### src/cmpd_pkg.sv
package cmpd_pkg;

    localparam int unsigned MotorFrameLen = 18;
    localparam int unsigned ThrPosOffset  = 1048;
    localparam int unsigned ThrPosMax     = 2047;
    localparam int unsigned ThrNegOffset  = 48;
    localparam int unsigned ThrNegMax     = 1047;
    localparam int unsigned PwmCentre     = 120000;

    localparam logic KindAck   = 1'b0;
    localparam logic KindMotor = 1'b1;

    typedef struct packed {
        logic       store_wr;
        logic       clr_count;
        logic       rd_req;
        logic [7:0] rd_addr;
        logic       walk_start;
        logic       walk_step;
        logic       sum_step;
        logic       lo_step;
        logic       hi_step;
    } t_cmd;

    typedef struct packed {
        logic [7:0] count;
        logic [7:0] rd_data;
        logic       full_next;
    } t_status;

    typedef struct packed {
        logic        kind;
        logic [7:0]  ack_byte;
        logic [2:0]  channel;
        logic [15:0] motor_command;
        logic [15:0] dshot_frame;
        logic [17:0] pwm_counts;
        logic        last;
    } t_result;

    function automatic logic [15:0] dshot_encode(input logic signed [15:0] cmd);
        logic [11:0] thr;
        logic [16:0] mag;
        logic [15:0] f;
        thr = '0;
        mag = '0;
        if (cmd > 0) begin
            thr = 12'(cmd[14:5]) + 12'(ThrPosOffset);
            if (thr > 12'(ThrPosMax)) begin
                thr = 12'(ThrPosMax);
            end
        end else if (cmd < 0) begin
            mag = 17'(-(17'(signed'(cmd))));
            thr = 12'(mag[16:5]) + 12'(ThrNegOffset);
            if (thr > 12'(ThrNegMax)) begin
                thr = 12'(ThrNegMax);
            end
        end
        f = {thr[10:0], 5'd0};
        return {f[15:4], f[15:12] ^ f[11:8] ^ f[7:4]};
    endfunction

    function automatic logic [17:0] pwm_encode(input logic signed [15:0] cmd);
        logic signed [18:0] p;
        logic signed [18:0] q;
        p = 19'(signed'(cmd)) * 19'sd5;
        q = (p < 0) ? -((-p) >>> 2) : (p >>> 2);
        return 18'(q + 19'(PwmCentre));
    endfunction

endpackage

### src/cmpd_ram.sv
module cmpd_ram #(
    parameter int Width = 8,
    parameter int Depth = 50
) (
    input  logic                     i_clk,
    input  logic                     i_we,
    input  logic [$clog2(Depth)-1:0] i_waddr,
    input  logic [Width-1:0]         i_wdata,
    input  logic [$clog2(Depth)-1:0] i_raddr,
    output logic [Width-1:0]         o_rdata
);

    logic [Width-1:0] r_mem [Depth];

    always_ff @(posedge i_clk) begin
        if (i_we) begin
            r_mem[i_waddr] <= i_wdata;
        end
        o_rdata <= r_mem[i_raddr];
    end

endmodule

### src/cmpd_datapath.sv
module cmpd_datapath #(
    parameter int FrameBytes = 50
) (
    input  logic             i_clk,
    input  logic             i_rst_n,
    input  logic [7:0]       i_byte,
    input  cmpd_pkg::t_cmd   i_cmd,
    output cmpd_pkg::t_status o_status,
    output logic [7:0]       o_sum,
    output logic [7:0]       o_lo,
    output logic             o_on_chain
);

    localparam int Aw = $clog2(FrameBytes);

    logic [7:0]  r_count;
    logic [7:0]  r_next;
    logic [7:0]  r_sum;
    logic [7:0]  r_lo;
    logic [7:0]  r_idx;
    logic [7:0]  w_rd;
    logic        w_chain;
    logic        w_zero;
    logic        w_we;
    logic [7:0]  w_wdata;
    logic [Aw-1:0] w_waddr;

    // A byte on the offset chain is cleared in the store as the walk passes it.
    assign w_zero  = i_cmd.walk_step && w_chain;
    assign w_we    = i_cmd.store_wr || w_zero;
    assign w_waddr = w_zero ? r_idx[Aw-1:0] : r_count[Aw-1:0];
    assign w_wdata = w_zero ? 8'd0 : i_byte;

    cmpd_ram #(.Width(8), .Depth(FrameBytes)) u_ram (
        .i_clk  (i_clk),
        .i_we   (w_we),
        .i_waddr(w_waddr),
        .i_wdata(w_wdata),
        .i_raddr(i_cmd.rd_addr[Aw-1:0]),
        .o_rdata(w_rd)
    );

    assign w_chain = (r_idx == r_next);

    always_ff @(posedge i_clk) begin
        if (!i_rst_n) begin
            r_count <= '0;
        end else if (i_cmd.clr_count) begin
            r_count <= '0;
        end else if (i_cmd.store_wr) begin
            r_count <= (r_count + 8'd1 >= 8'(FrameBytes)) ? 8'd0 : r_count + 8'd1;
        end
        if (i_cmd.rd_req) begin
            r_idx <= i_cmd.rd_addr;
        end
        if (i_cmd.walk_start) begin
            r_next <= w_rd;
            r_sum  <= '0;
        end else if (i_cmd.walk_step && w_chain) begin
            r_next <= r_next + w_rd;
        end
        if (i_cmd.sum_step) begin
            r_sum <= r_sum + (w_chain ? 8'd0 : w_rd);
        end
        if (i_cmd.lo_step) begin
            r_lo <= w_rd;
        end
    end

    assign o_status.count     = r_count;
    assign o_status.rd_data   = w_rd;
    assign o_status.full_next = (r_count + 8'd1 >= 8'(FrameBytes));
    assign o_sum      = r_sum;
    assign o_lo       = r_lo;
    assign o_on_chain = w_chain;

endmodule

### src/cmpd_ctrl.sv
module cmpd_ctrl #(
    parameter int FrameBytes    = 50,
    parameter int MotorChannels = 8
) (
    input  logic               i_clk,
    input  logic               i_rst_n,
    input  logic               i_in_valid,
    input  logic [7:0]         i_byte,
    output logic               o_in_ready,
    input  cmpd_pkg::t_status  i_status,
    input  logic [7:0]         i_sum,
    input  logic [7:0]         i_lo,
    input  logic               i_on_chain,
    output cmpd_pkg::t_cmd     o_cmd,
    output logic               o_res_valid,
    output cmpd_pkg::t_result  o_res,
    input  logic               i_res_ready
);

    localparam logic [2:0] StIdle  = 3'd0;
    localparam logic [2:0] StFirst = 3'd1;
    localparam logic [2:0] StWalk  = 3'd2;
    localparam logic [2:0] StAck   = 3'd3;
    localparam logic [2:0] StLo    = 3'd4;
    localparam logic [2:0] StHi    = 3'd5;
    localparam logic [2:0] StOut   = 3'd6;

    logic [2:0] r_state, n_state;
    logic [7:0] r_n;
    logic [7:0] r_i, n_i;
    logic [2:0] r_ch, n_ch;
    logic       r_motor;
    logic       r_ok, n_ok;
    logic       w_acc;
    logic [7:0] w_rd;
    logic signed [15:0] w_cmd;

    assign w_rd  = i_status.rd_data;
    assign w_acc = i_in_valid && o_in_ready;
    assign o_in_ready = (r_state == StIdle);
    assign w_cmd = signed'({w_rd, i_lo});

    always_comb begin
        n_state = r_state;
        n_i     = r_i;
        n_ch    = r_ch;
        n_ok    = r_ok;
        o_cmd   = '0;
        unique case (r_state)
            StIdle: begin
                if (w_acc) begin
                    if (i_byte != 8'd0) begin
                        o_cmd.store_wr = 1'b1;
                    end else begin
                        o_cmd.clr_count = 1'b1;
                        if (i_status.count >= 8'd2) begin
                            o_cmd.rd_req  = 1'b1;
                            o_cmd.rd_addr = 8'd0;
                            n_state = StFirst;
                        end
                    end
                end
            end
            StFirst: begin
                o_cmd.walk_start = 1'b1;
                if (w_rd > r_n) begin
                    n_state = StIdle;
                end else begin
                    o_cmd.rd_req  = 1'b1;
                    o_cmd.rd_addr = 8'd1;
                    n_i = 8'd1;
                    n_state = StWalk;
                end
            end
            StWalk: begin
                o_cmd.walk_step = 1'b1;
                if (r_i == r_n - 8'd1) begin
                    n_ok = ((i_on_chain ? 8'd0 : w_rd) == i_sum);
                    n_state = n_ok ? StAck : StIdle;
                end else begin
                    o_cmd.sum_step = 1'b1;
                    o_cmd.rd_req  = 1'b1;
                    o_cmd.rd_addr = r_i + 8'd1;
                    n_i = r_i + 8'd1;
                end
            end
            StAck: begin
                if (i_res_ready) begin
                    if (r_motor) begin
                        n_ch = '0;
                        o_cmd.rd_req  = 1'b1;
                        o_cmd.rd_addr = 8'd1;
                        n_state = StLo;
                    end else begin
                        n_state = StIdle;
                    end
                end
            end
            StLo: begin
                o_cmd.lo_step = 1'b1;
                o_cmd.rd_req  = 1'b1;
                o_cmd.rd_addr = {4'd0, r_ch, 1'b0} + 8'd2;
                n_state = StHi;
            end
            StHi: begin
                o_cmd.hi_step = 1'b1;
                n_state = StOut;
            end
            StOut: begin
                if (i_res_ready) begin
                    if (32'(r_ch) == MotorChannels - 1) begin
                        n_state = StIdle;
                    end else begin
                        n_ch = r_ch + 3'd1;
                        o_cmd.rd_req  = 1'b1;
                        o_cmd.rd_addr = {4'd0, n_ch, 1'b0} + 8'd1;
                        n_state = StLo;
                    end
                end
            end
            default: n_state = StIdle;
        endcase
    end

    // Chain entries are cleared in the store as the walk passes them; the byte being
    // cleared is masked in the running sum and in the final compare.
    always_ff @(posedge i_clk) begin
        if (!i_rst_n) begin
            r_state     <= StIdle;
            o_res_valid <= 1'b0;
        end else begin
            r_state <= n_state;
            if (r_state == StWalk && n_state == StAck) begin
                o_res_valid <= 1'b1;
                o_res <= '{kind: cmpd_pkg::KindAck, ack_byte: i_sum, channel: 3'd0,
                           motor_command: 16'd0, dshot_frame: 16'd0, pwm_counts: 18'd0,
                           last: !r_motor};
            end else if (r_state == StHi) begin
                o_res_valid <= 1'b1;
                o_res <= '{kind: cmpd_pkg::KindMotor, ack_byte: 8'd0, channel: r_ch,
                           motor_command: w_cmd,
                           dshot_frame: cmpd_pkg::dshot_encode(w_cmd),
                           pwm_counts: cmpd_pkg::pwm_encode(w_cmd),
                           last: (32'(r_ch) == MotorChannels - 1)};
            end else if (o_res_valid && i_res_ready) begin
                o_res_valid <= 1'b0;
            end
        end
        if (r_state == StIdle && w_acc) begin
            r_n     <= i_status.count;
            r_motor <= (i_status.count == 8'(cmpd_pkg::MotorFrameLen));
        end
        r_i  <= n_i;
        r_ch <= n_ch;
        r_ok <= n_ok;
    end

`ifndef SYNTHESIS
    a_no_accept_busy: assert property (@(posedge i_clk) disable iff (!i_rst_n)
        (r_state != StIdle) |-> !o_in_ready)
        else $error("input taken while busy");
    a_out_hold: assert property (@(posedge i_clk) disable iff (!i_rst_n)
        (o_res_valid && !i_res_ready) |=> o_res_valid)
        else $error("result dropped");
    a_ack_first: assert property (@(posedge i_clk) disable iff (!i_rst_n)
        (r_state == StWalk && n_state == StAck) |=> (o_res.kind == cmpd_pkg::KindAck))
        else $error("acknowledge not first");
`endif

endmodule

### src/cobs_motor_packet_to_dshot_top.sv
// Serial motor packet deframer with DShot and PWM encoding.
// Input: one received byte per item on the s_axis channel; a zero byte ends a frame.
// Nonzero bytes are written into a frame store, one item per cycle, back to back, while the controller is idle.
// At a frame end of n stored bytes the controller walks the store once, one byte per
// cycle from its single read port, clearing the offset chain and summing; the
// acknowledge is registered when the walk reaches the last stored byte.
// A matching checksum gives an acknowledge item; an 18-byte frame then gives eight
// motor items, each one read and encoded after the receiver takes the item before it.
// No item is accepted from the frame end until the last result of that frame is taken.
// A dropped frame frees the input sooner; a frame end with fewer than two bytes at once.
// Results sit in an output register; a stall on m_axis_tready holds the result and
// the controller waits. Up to 9 items result from one frame end, the last with tlast.
// Reset clears the byte count, the controller state and the output valid; the
// frame store needs no clearing since only bytes written in the current frame are read.
// m_axis_tuser carries kind (0 acknowledge, 1 motor command).
module cobs_motor_packet_to_dshot_top #(
    parameter int FRAME_BYTES    = 50,
    parameter int MOTOR_CHANNELS = 8
) (
    input  logic        i_clk,
    input  logic        i_rst_n,
    input  logic        s_axis_tvalid,
    output logic        s_axis_tready,
    input  logic [7:0]  s_axis_tdata,   // rx_byte
    output logic        m_axis_tvalid,
    input  logic        m_axis_tready,
    output logic [63:0] m_axis_tdata,   // ack_byte, channel, motor_command, dshot_frame, pwm_counts
    output logic        m_axis_tuser,   // kind
    output logic        m_axis_tlast    // last
);

    cmpd_pkg::t_cmd    w_cmd;
    cmpd_pkg::t_status w_status;
    cmpd_pkg::t_result w_res;
    logic [7:0] w_sum, w_lo;
    logic       w_chain;

    cmpd_datapath #(.FrameBytes(FRAME_BYTES)) u_dp (
        .i_clk(i_clk), .i_rst_n(i_rst_n), .i_byte(s_axis_tdata), .i_cmd(w_cmd),
        .o_status(w_status), .o_sum(w_sum), .o_lo(w_lo),
        .o_on_chain(w_chain)
    );

    cmpd_ctrl #(.FrameBytes(FRAME_BYTES), .MotorChannels(MOTOR_CHANNELS)) u_ctrl (
        .i_clk(i_clk), .i_rst_n(i_rst_n), .i_in_valid(s_axis_tvalid),
        .i_byte(s_axis_tdata), .o_in_ready(s_axis_tready), .i_status(w_status),
        .i_sum(w_sum), .i_lo(w_lo), .i_on_chain(w_chain),
        .o_cmd(w_cmd), .o_res_valid(m_axis_tvalid), .o_res(w_res),
        .i_res_ready(m_axis_tready)
    );

    assign m_axis_tuser = w_res.kind;
    assign m_axis_tlast = w_res.last;
    assign m_axis_tdata = {3'd0, w_res.pwm_counts, w_res.dshot_frame,
                           w_res.motor_command, w_res.channel, w_res.ack_byte};

endmodule

### config.mk
export PLATFORM = sky130hd
export DESIGN_NAME = cobs_motor_packet_to_dshot_top
export DESIGN_NICKNAME = d
export VERILOG_FILES = /design/src/cmpd_pkg.sv /design/src/cmpd_ram.sv /design/src/cmpd_datapath.sv /design/src/cmpd_ctrl.sv /design/src/cobs_motor_packet_to_dshot_top.sv
export SDC_FILE = /design/constraint.sdc
export NUM_CORES = 1
export LEC_CHECK = 0
export BUFFER_PORTS_ARGS = -buffer_cell sky130_fd_sc_hd__buf_2
export CORE_ASPECT_RATIO = 0.5
export CORE_MARGIN = 2
export CORE_UTILIZATION = 45
export DETAILED_ROUTE_END_ITERATION = 8
export SETUP_SLACK_MARGIN = 0.3
export SYNTH_ARGS = -nofsm -noshare
export SYNTH_HDL_FRONTEND = slang
export SYNTH_SLANG_ARGS = --single-unit
export TNS_END_PERCENT = 5
### constraint.sdc
create_clock -name i_clk -period 6.5 [get_ports i_clk]
set_input_delay 0.975 -clock i_clk [delete_from_list [all_inputs] [get_ports i_clk]]
set_output_delay 0.975 -clock i_clk [all_outputs]
set_load 0.005 [all_outputs]
==> results.ini, run 1 <==
[placement]
dp_hpwl_mm=40.3
gp_congestion=0.900
io_buffer_count=75
pre_cts_ws_ns=1.64
place_area_sq_um=26100
numPlacedInstances=2853

[finish]
nFillCells=4808
drive_above_1_share_pct=10.2
nets=2229
layout_commonest_cell=edfxtp_1
fin_area_sq_um=27700
fin_cells=2947
area_growth_pct=10.7
diodes=0
final_util_pct=50.2
mostFrequentLayoutCells=514 x edfxtp_1, 385 x nand2_1, 175 x nor2_1

[floorplan]
core_sq_um=55300
rows=61
start_util_pct=45.3
die-area_sq_um=57700
fp.dieH_microns=171
die_x_microns=338
io-pin-count=80

[clock_tree]
cts_max_level=2
clock_sinks=534
clk-insertion-delay-late_ns=0.60
clk_pin_slew_ns=0.07
root_buffer=clkbuf_16
cts_made_buffers=50
cts.hold.buffers_added=0
ctsResizeCount=0
clockBufferDepth=3
cts_setup_buffers=0
cts_tree=done

[synthesis]
synth_adder_area_share_pct=3.49
yosys.area_share.simple_pct=16.9
synth_compound_area_share_pct=8.39
ys_seq_area_share_pct=63.2
synth_edf_count=514
synth_top_family_by_area=simple AND/OR/NAND/NOR gates
syn_inst=2101
synth-seq-cells=534
ys_top_cells_by_area=edfxtp_1 62%, nand2_1 5.8%, ha_1 3.2%, nor2_1 2.7%, nand3_1 2.6%
synth_top_area_cell=edfxtp_1
avgSynthCellArea_sq_um=11.9
synth_warnings=0
ys_types=89
synth.area.mux_share_pct=2.41
yosysTopAreaCellShare_pct=61.6
async_flop_share_pct=0
ys.flop_type=edfxtp_1
yosys.area_share.xor_xnor_pct=2.80
synth_area_sq_um=25000

[timing]
layout_setup_ws_ns=1.54
final.setup.tns_ns=0
min_period_ns=4.96
tightest_slew_ns=1.20
slew_headroom_pct=19.8
grt_setup_unrepaired=no
fin_crit_sh_pct=76.3
setup_violations=0
drv_slew=0
finClkSkew_ns=0.0286
holdWs_ns=0.501
fmax_mhz=202
hold_violations=0

[power]
vdd_drop_max_uv=205
p_total_mw=7.23
p_leak_nw=9.48
p_int_mw=5.59
netSwitchingFraction_pct=22.6
power_frac_comb_pct=6.4
pwr_density_cell_nw_per_um2=261
p_seq_share_pct=52.8
pwr-share-clk_pct=40.8
switchingPower_mw=1.63

[global_route]
grt_max_degree=90
grtUsageTotal_pct=21.6
antenna_found_initial=0
gr-total-overflow=0
grt_pass1_wl_mm=94.9
grt_pass1_vias=15700

[critical_path]
crit_family=buffers and inverters
slowest_stage=dfxtp_1
path_cells=inv_1, ha_1, nand2_1, or3_1, a221oi_1, nor2_1, o21a_4, inv_6, buf_4, mux2i_1, a32oi_1, nand4_1, o2111ai_1
cp.required_ns=6.96
crit_type=reg -> reg
cp.arrival_ns=5.42
worst-path-buf-inv=3
r2r_cells=13
worst-path-stages=13
cp_max_fo=89
end_kind=register
cpPeakStageDelay_ns=0.72
crit_path_start_kind=register

[worst_hold_path]
hold_path_class=reg -> reg
hold-path-cell-count=1

[routing]
vias=16700
drcViolationCount=0
wl_mm=62.5
dr.first_iter.drc_count=1743
viasPerCell=5.65
ant_nets=0
routedWlPerCell_microns=21.2
dr.pass1.iters=6

[flow_run]
drv_cap=0

[status]
status=completed

-- sequential cells by signal, summed over array words and instances, names as in the netlist --
signal and flops:
u_ctrl.o_res 62, u_dp.r_idx 8, u_ctrl.r_n 8, u_ctrl.r_state 3, u_dp.u_ram.o_rdata 8, u_dp.r_next 8, u_ctrl.r_ch 3, u_dp.o_sum 8
u_ctrl.o_res_valid 1, u_dp.o_lo 8, u_dp.r_count 8, u_dp.u_ram.r_mem 400, u_ctrl.r_i 8, u_ctrl.r_motor 1
-- worst register-to-register path, stage by stage, from the launching register on --
cell and delay (ns):
dfxtp_1 0.72, inv_1 0.36, ha_1 0.37, nand2_1 0.06, or3_1 0.30, a221oi_1 0.40
nor2_1 0.09, o21a_4 0.26, inv_6 0.64, buf_4 0.58, mux2i_1 0.16, a32oi_1 0.27
nand4_1 0.28, o2111ai_1 0.31
-- cell type report --
| class | count | area [sq um] | area share [%] |
|---|---|---|---|
| clock buffers | 64 | 1330 | 4.81 |
| repair buffers | 95 | 538 | 1.94 |
| flip-flops and latches | 534 | 15800 | 57.1 |
| well taps | 756 | 946 | 3.41 |
| inverters | 50 | 193 | 0.695 |
| multi-input cells | 1418 | 8570 | 30.9 |
| clock inverters | 30 | 304 | 1.10 |
-- kinds of logic (layout without fill, tap and decap cells) --
group	count (synthesis)	count (layout)
compound gates	298	298
fa+ha+maj	68	68
xor+xnor	80	80
simple gates	917	917
flops	534	534
mux	51	51
other cells	1	4
buf+inv	152	239
-- path summary, 6_finish.rpt --
path,from,to,slack [ns]
setup / recovery,u_dp.u_ram.o_rdata[0]$_DFF_P_,u_dp.u_ram.o_rdata[5]$_DFF_P_,1.54
hold / removal,u_ctrl.o_res_valid$_SDFFE_PN0P_,u_ctrl.o_res_valid$_SDFFE_PN0P_,0.50
setup reg to reg,u_dp.u_ram.o_rdata[0]$_DFF_P_,u_dp.u_ram.o_rdata[5]$_DFF_P_,1.54
hold reg to reg,u_ctrl.o_res_valid$_SDFFE_PN0P_,u_ctrl.o_res_valid$_SDFFE_PN0P_,0.50
-- cell usage after synthesis, drive strengths merged (8+ instances only) --
| library cell | n |
|---|---|
| edfxtp | 514 |
| dfxtp | 20 |
| ha | 65 |
| a21oi | 63 |
| nand2b | 12 |
| nor3 | 23 |
| and2 | 32 |
| nand4 | 36 |
| nor2b | 31 |
| inv | 50 |
| nand3 | 129 |
| nor2 | 180 |
| and3 | 25 |
| a32oi | 31 |
| a21o | 11 |
| a31oi | 41 |
| mux2i | 39 |
| or4 | 8 |
| o21a | 8 |
| o21ai | 51 |
| xor2 | 41 |
| xnor2 | 39 |
| or3 | 11 |
| nand2 | 386 |
| buf | 51 |
| clkbuf | 51 |
| nor4 | 11 |
-- per-layer routing --
layer / vias to the layer above / track usage, % / part of all wire (%)
met4: 0 / 3.92 / 1.5
met5: - / 0 / 0
met1: 8187 / 30.9 / 46
met3: 75 / 4.53 / 7.4
li1: 7858 / - / -
met2: 530 / 34.3 / 45
-- power groups by stage --
stage / Combinational (mW) / Sequential, mW / Clock (mW)
global route: 0.524 / 3.81 / 3.11
finish: 0.466 / 3.81 / 2.95
CTS: 0.465 / 3.81 / 2.99
floorplan: 0.353 / 3.88 / 0
global placement: 0.459 / 3.89 / 0
detailed placement: 0.462 / 3.89 / 0
(Power assumes the default switching activity.)
==> run 2, diff against run 1 <==
Settings changed: ABC_AREA set to 1.
Clock period 6.5 ns to 5.09 ns, I/O delays scaled along.
==> results.ini, run 2 <==
[timing]
grt_setup_unrepaired=no  ; unchanged
tightest_slew_ns=1.15  ; was 1.20 ns
finClkSkew_ns=0.0261  ; was 0.0286 ns
drv_slew=0  ; unchanged
fmax_mhz=226  ; was 202 MHz
setup_violations=0  ; unchanged
final.setup.tns_ns=0  ; unchanged
hold_violations=0  ; unchanged
holdWs_ns=0.475  ; was 0.501 ns
slew_headroom_pct=23.0  ; was 19.8%
fin_crit_sh_pct=87.0  ; was 76.3%
min_period_ns=4.43  ; was 4.96 ns

[synthesis]
synth_top_area_cell=edfxtp_1  ; unchanged
syn_inst=2629  ; was 2,101
async_flop_share_pct=0  ; unchanged
yosysTopAreaCellShare_pct=59.0  ; was 61.6%
synth-seq-cells=534  ; unchanged
synth_warnings=0  ; unchanged
synth_edf_count=514  ; unchanged
synth_area_sq_um=26100  ; was 25,000 sq um
avgSynthCellArea_sq_um=9.95  ; was 11.9 sq um
synth.most_common_cell=edfxtp_1  ; unchanged
ys_top_cells_by_area=edfxtp_1 59%, nor2_1 6.3%, nand2_1 6.1%, nand3_1 4.8%, o21ai_0 3.9%  ; was edfxtp_1 62%, nand2_1 5.8%, ha_1 3.2%, nor2_1 2.7%, nand3_1 2.6%
ys_types=55  ; was 89
synthTopCellsByCount=514 x edfxtp_1, 438 x nor2_1, 428 x nand2_1, 251 x nand3_1, 247 x inv_1  ; was 514 x edfxtp_1, 385 x nand2_1, 180 x nor2_1, 129 x nand3_1, 65 x ha_1
ys.flop_type=edfxtp_1  ; unchanged
ys_seq_area_share_pct=60.6  ; was 63.2%

[worst_hold_path]
min_to=u_ctrl.r_state[0]$_SDFF_PN0_  ; was u_ctrl.o_res_valid$_SDFFE_PN0P_
min_from=i_rst_n  ; was u_ctrl.o_res_valid$_SDFFE_PN0P_
hold-path-cell-count=3  ; was 1
hold_path_class=in -> reg  ; was reg -> reg

[critical_path]
cp_max_fo=22  ; was 89
crit_type=reg -> reg  ; unchanged
cp.required_ns=5.31  ; was 6.96 ns
crit_family=simple AND/OR/NAND/NOR gates  ; was buffers and inverters
regToRegSetupSlack_ns=0.66  ; was 1.54 ns
slowest_stage=o21ai_0  ; was dfxtp_1
worstReg2RegEnd=u_dp.u_ram.r_mem[19][1]$_DFFE_PP_  ; was u_dp.u_ram.o_rdata[5]$_DFF_P_
cpPeakStageDelay_ns=0.87  ; was 0.72 ns
cp.arrival_ns=4.65  ; was 5.42 ns
worst_r2r_startpoint=u_dp.r_next[5]$_DFFE_PP_  ; was u_dp.u_ram.o_rdata[0]$_DFF_P_
crit_path_start_kind=register  ; unchanged
end_kind=register  ; unchanged
worst-path-buf-inv=1  ; was 3
r2r_cells=8  ; was 13
cpMostUsedCell=nand2_1
path_cells=or2_0, a2111oi_0, nand2_1, inv_2, nand2_1, o21ai_0, nand3_1, nor2_1  ; was inv_1, ha_1, nand2_1, or3_1, a221oi_1, nor2_1, o21a_4, inv_6, buf_4, mux2i_1, a32oi_1, nand4_1, o2111ai_1

[global_route]
gr-total-overflow=0  ; unchanged
grt_pass1_vias=18400  ; was 15,700
grtUsageTotal_pct=22.5  ; was 21.6%
grt_max_degree=92  ; was 90
grt_pass1_wl_mm=105  ; was 94.9 mm
antenna_found_initial=2  ; was 0

[placement]
gp_congestion=0.880  ; was 0.900
place_area_sq_um=27500  ; was 26,100 sq um
io_buffer_count=75  ; unchanged
numPlacedInstances=3428  ; was 2,853
dp_hpwl_mm=44.9  ; was 40.3 mm

[finish]
nets=2791  ; was 2,229
multi_input_area_sq_um=8820  ; was 8570 sq um
fin_cells=3519  ; was 2,947
largestRegisters=u_dp.u_ram.r_mem x400, u_ctrl.o_res x62  ; unchanged
mostFrequentLayoutCells=514 x edfxtp_1, 437 x nor2_1, 427 x nand2_1  ; was 514 x edfxtp_1, 385 x nand2_1, 175 x nor2_1
largest_reg_flops=400  ; unchanged
nFillCells=5229  ; was 4,808
top_register=u_dp.u_ram.r_mem  ; unchanged
drive_above_1_share_pct=11.1  ; was 10.2%
fin_area_sq_um=29000  ; was 27,700 sq um
layout_commonest_cell=edfxtp_1  ; unchanged
seq_area_sq_um=15800  ; unchanged
area_growth_pct=11.1  ; was 10.7%

[floorplan]
fp.dieH_microns=174  ; was 171 microns
rows=62  ; was 61
start_util_pct=45.5  ; was 45.3%
core_sq_um=57400  ; was 55,300 sq um
die-area_sq_um=60200  ; was 57,700 sq um
die_x_microns=345  ; was 338 microns
io-pin-count=80  ; unchanged

[routing]
wl_met1_mm=29.9  ; was 28.6 mm
vias=19000  ; was 16,700
dr.first_iter.drc_count=1599  ; was 1,743
ant_nets=0  ; unchanged
routedWlPerCell_microns=19.1  ; was 21.2 microns
wl_mm=67.1  ; was 62.5 mm
wl_met2_mm=31.5  ; was 28.3 mm
dr_wl_met3_mm=4.29  ; was 4.60 mm
drcViolationCount=0  ; unchanged
dr.pass1.iters=6  ; unchanged
highest_layer=met4  ; unchanged
viasPerCell=5.40  ; was 5.65

[flow_run]
drv_cap=0  ; unchanged

[clock_tree]
clock_sinks=534  ; unchanged
clk_pin_slew_ns=0.07  ; about the same
clk-insertion-delay-late_ns=0.60  ; about the same
root_buffer=clkbuf_16  ; unchanged
cts_max_level=2  ; unchanged
cts_made_buffers=49  ; was 50
cts_tree=done  ; unchanged
clockBufferDepth=3  ; unchanged

[power]
p_leak_nw=11.3  ; was 9.48 nW
vdd_drop_max_uv=227  ; was 205 uV
pwr_density_cell_nw_per_um2=319  ; was 261 nW/um^2

[status]
status=completed  ; unchanged

## run 2: cell types whose count changed in the layout (fill, tap and decap cells not counted), moves of 31 or more
cell,previous run,this run
xnor2_1,39,7
o21ai_0,44,205
o211ai_1,4,66
inv_1,48,239
nor2b_1,31,0
a31oi_1,41,3
nand3_1,129,251
a32oi_1,31,0
nand2_1,385,427
or2_2,3,37
nor2_1,175,437
mux2i_1,39,0
## run 2: kinds of logic (layout without fill, tap and decap cells)
family                     after synthesis  count (layout)  synth area share (%)
xor gates and xnor gates                29              29                 0.971
DFF                                    534             534                  60.6
adders and majority gates               68              68                  3.34
buffers and inverters                  368             486                  5.87
AOI/OAI and AO/OA                      368             368                  8.01
and+or+nand+nor                       1261            1261                  21.2
other                                    1               5                0.0143
## run 2: how the worst max path moves through the flow
stage                                  start                                 to  slack [ns]  cells after the start
floorplan            u_dp.r_idx[5]$_DFFE_PP_          u_ctrl.o_res[0]$_DFFE_PP_        0.76                     11
detailed placement   u_dp.r_idx[5]$_DFFE_PP_  u_dp.u_ram.r_mem[22][2]$_DFFE_PP_        0.76                      8
global placement     u_dp.r_idx[5]$_DFFE_PP_  u_dp.u_ram.r_mem[22][2]$_DFFE_PP_        0.77                      8
global route         u_dp.r_idx[5]$_DFFE_PP_  u_dp.u_ram.r_mem[16][4]$_DFFE_PP_        0.30                      8
CTS                  u_dp.r_idx[5]$_DFFE_PP_  u_dp.u_ram.r_mem[22][3]$_DFFE_PP_        0.73                      8
finish              u_dp.r_next[5]$_DFFE_PP_  u_dp.u_ram.r_mem[19][1]$_DFFE_PP_        0.66                      8
## run 2: where the power goes
part,internal [mW],total [mW],leakage (nW),switching [mW]
sequential,4.84,4.86,4.81,0.0148
combinational,0.225,0.760,5.76,0.535
clock,1.98,3.64,0.755,1.67
## run 2: final cells by class
cell class                 instances  share of cell area (%)
sequential                       534                    54.5
tap                              768                    3.31
timing repair buffer             127                    2.98
clock buffer                      66                    4.65
multi-input combinational       1730                    30.4
inverter                         269                    3.50
clock inverter                    24                   0.685
antenna                            1                 0.00861
## run 2: routing by layer
metal / vias to the layer above / global-route usage (%)
met5: - / 0
met4: 0 / 5.52
met3: 89 / 3.59
met2: 606 / 36.9
met1: 9127 / 31.3
li1: 9180 / -
## run 2: worst reg2reg max path, delay by kind of cell (launching register included)
kind | cells | cell delay (ns)
buffers and inverters | 1 | 0.17
flip-flops | 1 | 0.43
AND/OR/NAND/NOR | 5 | 2.16
AO/OA/AOI/OAI | 2 | 1.29
## run 2: what timing repair did
action	CTS	global route
hold buffers	0	0
gates resized for setup	0	1
buffers inserted	0	0
endpoints found under the setup margin	0	8
## run 2: metrics by stage
stage               worst slack, ns  util, %  power [mW]
floorplan                     0.757        -        5.49
global placement              0.769     47.9        5.70
detailed placement            0.763     47.9        5.71
CTS                           0.732     50.6        9.31
global route                  0.303     50.6        9.61
finish                        0.661     50.6        9.26
